**src/sv/vbb_pkg.sv**
```systemverilog
// Package for the voice band-pass biquad: widths, Q14 coefficients, state
// and control types, saturation and multiply-step helpers.
// No dependencies.
`default_nettype none

package vbb_pkg;

    localparam int SAMPLE_W  = 16;
    localparam int STATE_W   = 40;
    localparam int COEF_W    = 16;
    localparam int COEF_FRAC = 14;

    localparam int PROD_W = SAMPLE_W + COEF_W;
    localparam int Y_W    = ((PROD_W > STATE_W) ? PROD_W : STATE_W) + 1;
    localparam int P_W    = Y_W + 2;
    localparam int D_W    = P_W + 1;
    localparam int Q_W    = Y_W - COEF_FRAC;
    localparam int CNT_W  = $clog2(COEF_W);

    localparam logic signed [COEF_W-1:0] C_B0 = 16'sd1106;
    localparam logic signed [COEF_W-1:0] C_B2 = -16'sd1106;
    localparam logic signed [COEF_W-1:0] C_A1 = -16'sd18725;
    localparam logic signed [COEF_W-1:0] C_A2 = 16'sd15671;

    typedef enum logic [1:0] {
        ST_IDLE,
        ST_MUL,
        ST_DONE
    } t_state;

    typedef struct packed {
        logic in_ready;
        logic step;
        logic commit;
    } t_ctrl;

    function automatic logic signed [STATE_W-1:0] sat_state(
        input logic signed [D_W-1:0] v
    );
        logic signed [D_W-1:0] hi;
        logic signed [D_W-1:0] lo;
        hi = {{(D_W-STATE_W+1){1'b0}}, {(STATE_W-1){1'b1}}};
        lo = ~hi;
        if (v > hi) begin
            return hi[STATE_W-1:0];
        end else if (v < lo) begin
            return lo[STATE_W-1:0];
        end
        return v[STATE_W-1:0];
    endfunction

    function automatic logic signed [SAMPLE_W-1:0] clip_sample(
        input logic signed [Q_W-1:0] q
    );
        logic signed [Q_W-1:0] hi;
        logic signed [Q_W-1:0] lo;
        hi = {{(Q_W-SAMPLE_W+1){1'b0}}, {(SAMPLE_W-1){1'b1}}};
        lo = ~hi;
        if (q > hi) begin
            return hi[SAMPLE_W-1:0];
        end else if (q < lo) begin
            return lo[SAMPLE_W-1:0];
        end
        return q[SAMPLE_W-1:0];
    endfunction

    // One radix-2 step of the serial-parallel multiply; halve drops the
    // low bit, which keeps the result floored.
    function automatic logic signed [P_W-1:0] mac_step(
        input logic signed [P_W-1:0] acc,
        input logic signed [P_W-1:0] mcand,
        input logic                  cbit,
        input logic                  negate,
        input logic                  halve
    );
        logic signed [D_W-1:0] addend;
        logic signed [D_W-1:0] sum;
        addend = cbit ? D_W'(mcand) : '0;
        sum    = negate ? (D_W'(acc) - addend) : (D_W'(acc) + addend);
        return halve ? sum[P_W:1] : sum[P_W-1:0];
    endfunction

endpackage

`default_nettype wire

```
**src/sv/voice_bandpass_biquad.sv**
```systemverilog
// Voice band-pass biquad, transposed direct form II, fixed Q14 coefficients.
// Depends on vbb_pkg.
//
// Input channel: i_in_valid / o_in_ready carry i_sample_in and
// i_last_of_block. Output channel: o_out_valid / i_out_ready carry
// o_sample_out and o_last_out, one result per input transfer.
// A transfer loads y = b0*x + state; the two feedback products a1*y and a2*y
// are then formed by a serial-parallel multiplier that takes one coefficient
// bit per cycle from a 16-step coefficient shift register, and a done state
// updates both 40-bit states and loads the output register. A new input is
// taken only in the idle state, after the previous item has been committed.
// The output register lets the next item be taken and worked on while a
// result waits; if it is still full when the next result is ready, the block
// holds in its done state until the receiver takes the waiting result.
// Reset (synchronous, active low) clears both states, the sequencer and the
// output valid. States also clear after an item marked last of block.
`default_nettype none

module voice_bandpass_biquad import vbb_pkg::*; (
    input  wire logic                       i_clk,
    input  wire logic                       i_rst_n,
    input  wire logic                       i_in_valid,
    output      logic                       o_in_ready,
    input  wire logic signed [SAMPLE_W-1:0] i_sample_in,
    input  wire logic                       i_last_of_block,
    output      logic                       o_out_valid,
    input  wire logic                       i_out_ready,
    output      logic signed [SAMPLE_W-1:0] o_sample_out,
    output      logic                       o_last_out
);

    t_state                      r_state;
    t_state                      n_state;
    t_ctrl                       ctrl;
    logic                        accept;
    logic [CNT_W-1:0]            r_cnt;
    logic                        step_last;
    logic                        step_shift;

    logic signed [STATE_W-1:0]   r_d1;
    logic signed [STATE_W-1:0]   r_d2;
    logic signed [STATE_W-1:0]   n_d1;
    logic signed [STATE_W-1:0]   n_d2;

    logic signed [PROD_W-1:0]    b0x_in;
    logic signed [PROD_W-1:0]    b2x_in;
    logic signed [Y_W-1:0]       y_in;
    logic signed [Y_W-1:0]       r_y;
    logic signed [PROD_W-1:0]    r_b2x;
    logic                        r_last;

    logic signed [P_W-1:0]       r_mcand;
    logic signed [P_W-1:0]       r_acc1;
    logic signed [P_W-1:0]       r_acc2;
    logic [COEF_W-1:0]           r_coef1;
    logic [COEF_W-1:0]           r_coef2;

    logic signed [Y_W-1:0]       y_adj;
    logic signed [Q_W-1:0]       q_trunc;
    logic signed [SAMPLE_W-1:0]  n_sample_out;
    logic                        r_out_valid;
    logic signed [SAMPLE_W-1:0]  r_sample_out;
    logic                        r_last_out;

    assign accept     = i_in_valid & ctrl.in_ready;
    assign step_last  = (r_cnt == CNT_W'(COEF_W - 1));
    assign step_shift = (r_cnt < CNT_W'(COEF_FRAC));

    assign b0x_in = C_B0 * i_sample_in;
    assign b2x_in = C_B2 * i_sample_in;
    assign y_in   = Y_W'(b0x_in) + Y_W'(r_d1);

    assign n_d1 = sat_state(D_W'(r_d2) - D_W'(r_acc1));
    assign n_d2 = sat_state(D_W'(r_b2x) - D_W'(r_acc2));

    assign y_adj        = r_y + (r_y[Y_W-1] ? Y_W'((1 << COEF_FRAC) - 1) : '0);
    assign q_trunc      = y_adj[Y_W-1:COEF_FRAC];
    assign n_sample_out = clip_sample(q_trunc);

    always_comb begin
        n_state = r_state;
        unique case (r_state)
            ST_IDLE: begin
                if (accept) begin
                    n_state = ST_MUL;
                end
            end
            ST_MUL: begin
                if (step_last) begin
                    n_state = ST_DONE;
                end
            end
            ST_DONE: begin
                if (ctrl.commit) begin
                    n_state = ST_IDLE;
                end
            end
            default: n_state = ST_IDLE;
        endcase
    end

    always_comb begin
        ctrl = '0;
        unique case (r_state)
            ST_IDLE: ctrl.in_ready = 1'b1;
            ST_MUL:  ctrl.step     = 1'b1;
            ST_DONE: ctrl.commit   = ~r_out_valid | i_out_ready;
            default: ctrl = '0;
        endcase
    end

    always_ff @(posedge i_clk) begin
        if (!i_rst_n) begin
            r_state     <= ST_IDLE;
            r_cnt       <= '0;
            r_out_valid <= 1'b0;
            r_d1        <= '0;
            r_d2        <= '0;
        end else begin
            r_state     <= n_state;
            r_out_valid <= ctrl.commit | (r_out_valid & ~i_out_ready);
            if (accept) begin
                r_cnt <= '0;
            end else if (ctrl.step) begin
                r_cnt <= r_cnt + 1'b1;
            end
            if (ctrl.commit) begin
                r_d1 <= r_last ? '0 : n_d1;
                r_d2 <= r_last ? '0 : n_d2;
            end
        end
    end

    always_ff @(posedge i_clk) begin
        if (accept) begin
            r_y     <= y_in;
            r_b2x   <= b2x_in;
            r_last  <= i_last_of_block;
            r_mcand <= P_W'(y_in);
            r_acc1  <= '0;
            r_acc2  <= '0;
            r_coef1 <= C_A1;
            r_coef2 <= C_A2;
        end else if (ctrl.step) begin
            r_acc1  <= mac_step(r_acc1, r_mcand, r_coef1[0], step_last, step_shift);
            r_acc2  <= mac_step(r_acc2, r_mcand, r_coef2[0], step_last, step_shift);
            r_coef1 <= r_coef1 >> 1;
            r_coef2 <= r_coef2 >> 1;
            if (!step_shift) begin
                r_mcand <= r_mcand <<< 1;
            end
        end
        if (ctrl.commit) begin
            r_sample_out <= n_sample_out;
            r_last_out   <= r_last;
        end
    end

    assign o_in_ready   = ctrl.in_ready;
    assign o_out_valid  = r_out_valid;
    assign o_sample_out = r_sample_out;
    assign o_last_out   = r_last_out;

`ifndef SYNTH
    a_accept_starts: assert property (@(posedge i_clk) disable iff (!i_rst_n)
        accept |=> (r_state == ST_MUL) && (r_cnt == '0))
        else $error("transfer did not start the multiply");

    a_mul_ends: assert property (@(posedge i_clk) disable iff (!i_rst_n)
        (r_state == ST_MUL) && step_last |=> (r_state == ST_DONE))
        else $error("multiply overran its step count");

    a_commit_fills: assert property (@(posedge i_clk) disable iff (!i_rst_n)
        ctrl.commit |=> o_out_valid && (r_state == ST_IDLE))
        else $error("result not held after commit");

    a_block_clear: assert property (@(posedge i_clk) disable iff (!i_rst_n)
        ctrl.commit && r_last |=> (r_d1 == '0) && (r_d2 == '0))
        else $error("states not cleared after last of block");
`endif

endmodule

`default_nettype wire

```
**config.mk**
```make
export PLATFORM = sky130hd
export DESIGN_NAME = voice_bandpass_biquad
export DESIGN_NICKNAME = d
export VERILOG_FILES = /design/src/sv/vbb_pkg.sv /design/src/sv/voice_bandpass_biquad.sv
export SDC_FILE = /design/constraint.sdc
export NUM_CORES = 2
export LEC_CHECK = 0
export ABC_AREA = 1
export BUFFER_PORTS_ARGS = -buffer_cell sky130_fd_sc_hd__buf_4
export CAP_MARGIN = 5
export CORE_ASPECT_RATIO = 1.25
export CORE_UTILIZATION = 35
export CTS_CLUSTER_DIAMETER = 80
export DETAILED_ROUTE_END_ITERATION = 10
export GPL_ROUTABILITY_DRIVEN = 0
export GPL_TIMING_DRIVEN = 1
export HOLD_SLACK_MARGIN = 0.15
export PLACE_DENSITY = 0.54
export SYNTH_ARGS = -nofsm -noshare
export SYNTH_HDL_FRONTEND = slang
export SYNTH_SLANG_ARGS = --single-unit
```
**constraint.sdc**
```tcl
create_clock -name i_clk -period 12 [get_ports i_clk]
set_input_delay 1.2 -clock i_clk [delete_from_list [all_inputs] [get_ports i_clk]]
set_output_delay 1.2 -clock i_clk [all_outputs]
set_load 0.01 [all_outputs]
```
==> impl_metrics.csv <==
group,metric,value,unit
synthesis,synth_xor_area_share,6.801,%
status,status,"completed",
global_route,grt_usage,24.19,%
clock_tree,cts_max_path_buffers,3,
sta,maxSlewViolCount,0,
sta,tns,0,ns
critical_path,rr_endpoint,"r_acc1[34]",
power,leakagePower,20.18,nW
critical_path,cp_num_buf_inv,3,
synthesis,synthCells,5660,
placement,io_buffers,39,
floorplan,rows,133,
global_route,overflow,0,
floorplan,dieArea,0.1083,mm2
critical_path,startpoint_type,"primary input",
route,first_pass_iters,8,
clock_tree,hold_buffers,0,
power,powerDensity,222.9,mW/mm2
power,ir_drop,0.1799,mV
critical_path,critPathArrivalTime,7.38,ns
clock_tree,numCtsBuffers,42,
floorplan,io-pin-count,40,
clock_tree,cts_tree,"yes",
synthesis,netlist.area_leader.share,15.88,%
synthesis,avgSynthCellArea,6.617,um2
clock_tree,cts_repair_resize_count,0,
sta,tightest_slew,1.208,ns
floorplan,coreArea,0.1057,mm2
critical_path,worst_ep_required_time,12.36,ns
floorplan,start_util,35.44,%
clock_tree,cts_max_level,2,
critical_path,cp_slowest_cell,"xor2_1",
route,drt-initial-drc-count,2270,
sta,max_freq,0.1423,GHz
clock_tree,cts_setup_buffers,0,
final_layout,drive_gt1_share,3.537,%
hold_path,hold_end,"r_coef1[15]",
final_layout,register_area,0.007918,mm2
clock_tree,clk_pin_slew,0.06,ns
global_route,grt_pass1_wl,202700,um
critical_path,rrSetupSlack,6.84,ns
final_layout,num-fill-cells,11591,
critical_path,crit_type,"primary input to flip-flop",
synthesis,synth.cell_area,0.03745,mm2
flow_run,max_cap_violations,0,
clock_tree,cts_root_buffer,"clkbuf_16",
final_layout,final_cell_mix,"nand2_1 (1,582), inv_1 (923), nor2_1 (469)",
placement,post-place-cells,7023,
sta,rsz0062_at_grt,"no",
synthesis,yosysWarnings,0,
global_route,grt_max_degree,83,
critical_path,critical-path-top-delay-family,"adder cells",
synthesis,synth_compound_area_share,12.61,%
final_layout,area_growth,8.244,%
global_route,antenna_found_initial,0,
synthesis,synth-edff-count,129,
final_layout,layout_commonest_cell,"nand2_1",
route,vias_per_cell,5.081,
clock_tree,clock_latency,0.61,ns
sta,finClkSkew,0.02222,ns
global_route,grt_pass1_vias,35438,
hold_path,hold_depth,2,
placement,dp_hpwl,109400,um
clock_tree,clock_sinks,331,
hold_path,min-delay-start,"r_coef1[15]",
final_layout,multi_input_area,0.02553,mm2
critical_path,cpMostUsedCell,"nand2_1",
critical_path,max_stage_delay,0.94,ns
synthesis,ys_seq_elements,331,
synthesis,yosys.area_share.simple,29.43,%
synthesis,synthAdderAreaFrac,19.21,%
power,finalPower,9.038,mW
critical_path,end_kind,"flip-flop",
route,wl,130900,um
sta,setup_viol,0,
sta,relSlewSlack,19.17,%
critical_path,ff2ff_path_depth,26,
floorplan,die_x,294.6,um
route,drc,0,
final_layout,antennaDiodeCount,0,
synthesis,synthTopCellsByArea,"nand2_1 (16%), ha_1 (13%), dfxtp_1 (11%)",
synthesis,synthesis.nets,6186,
synthesis,yosys_most_used_dff,"dfxtp_1",
synthesis,synth_top_family_by_area,"simple AND/OR/NAND/NOR gates",
critical_path,crit_fanout,13,
final_layout,stdcell_count,7100,
synthesis,ys_seq_area_share,21.14,%
hold_path,hp-class,"flip-flop to flip-flop",
route,wl_per_cell,18.44,um
sta,finalCriticalPeriod,7.026,ns
sta,hold_violations,0,
critical_path,reg2reg_from,"r_coef1[0]",
sta,post-route-period-util,58.55,%
synthesis,synthArstFlopShare,0,%
floorplan,die_h,367.7,um
route,detail-route-antenna-nets,0,
final_layout,nets,6176,
route,routed-via-count,36074,
synthesis,ys_types,57,
synthesis,synth_top_cell_by_area,"nand2_1",
synthesis,synthMuxAreaShare,0.02672,%
[per-stage QoR]
| step | setup slack, ns | cell area, um2 | utilization [%] | hold slack (ns) |
|---|---|---|---|---|
| after floorplan | 5.558 | 37450 | - | 0.4191 |
| after global placement | 4.410 | 39170 | 37.07 | 0.4277 |
| after detailed placement | 4.377 | 39170 | 37.07 | 0.4326 |
| after CTS | 5.017 | 40540 | 38.37 | 0.4475 |
| after global routing | 4.457 | 40540 | 38.37 | 0.4631 |
| final | 4.974 | 40540 | 38.37 | 0.4457 |
[synthesized netlist by cell type (all sizes together) (2+ instances only)]
cell type,n
and3,5
o21bai,43
a211oi,5
nor3,59
nand2,1591
fa,117
nand3b,36
nor4,18
nand3,362
o221ai,16
o21a,12
and2,8
a21boi,17
nand4,55
a31oi,50
o31ai,2
dfxtp,202
clkinv,2
o22ai,9
clkbuf,73
a21oi,395
xor2,177
nor3b,5
inv,931
edfxtp,129
a22oi,3
o21ai,214
xnor2,113
ha,388
buf,41
nor2,493
a21o,28
o211ai,35
or2,19
[how the worst max path moves through the flow]
stage,start,end,depth (start not counted)
after floorplan,i_sample_in[4],r_mcand[40],26
after global placement,i_sample_in[4],r_mcand[42],29
after detailed placement,i_sample_in[4],r_mcand[41],29
after CTS,i_sample_in[4],r_mcand[41],29
after global routing,i_sample_in[11],r_mcand[42],27
final,i_sample_in[4],r_mcand[41],29
[tightest hold or removal path: stages, from the launching register on]
cell and delay (ns):
dfxtp_1 0.31, nand2_1 0.06, nand2_1 0.04
[power by group]
| part | switching [mW] | internal (mW) |
|---|---|---|
| logic | 4.00 | 2.04 |
| registers | 0.222 | 1.51 |
| clock network | 0.549 | 0.725 |
| total | 4.77 | 4.27 |
[sequential cells by signal, summed over array words and instances (netlist names)]
signal,cells
o_sample_out,16
r_cnt,4
r_coef1,16
o_out_valid,1
r_d2,40
r_last,1
r_mcand,43
r_acc1,43
o_last_out,1
r_state,2
r_acc2,43
r_d1,40
r_b2x,27
r_coef2,13
r_y,41
[per-layer routing]
| metal | vias to the layer above | wire length (um) | track usage [%] |
|---|---|---|---|
| met5 | - | 0 | 0 |
| met4 | 0 | 7138 | 11.74 |
| met3 | 244 | 5215 | 1.908 |
| met2 | 825 | 64130 | 43.02 |
| met1 | 16770 | 54450 | 29.14 |
| li1 | 18235 | - | - |
[final cells by class]
class / count / share of cell area [%]
flip-flops and latches: 331 / 19.53
inverters: 933 / 8.647
clock buffers: 51 / 2.799
clock inverters: 26 / 0.5802
repair buffers: 60 / 1.111
well taps: 1417 / 4.373
multi-input cells: 4282 / 62.96
[kinds of logic after synthesis]
group,after synthesis
DFF,331
adders and majority gates,505
AOI/OAI and AO/OA,834
buffers and inverters,1047
xor gates and xnor gates,290
muxes,1
and+or+nand+nor,2652
No activity file was read; power rests on OpenSTA's default activity.
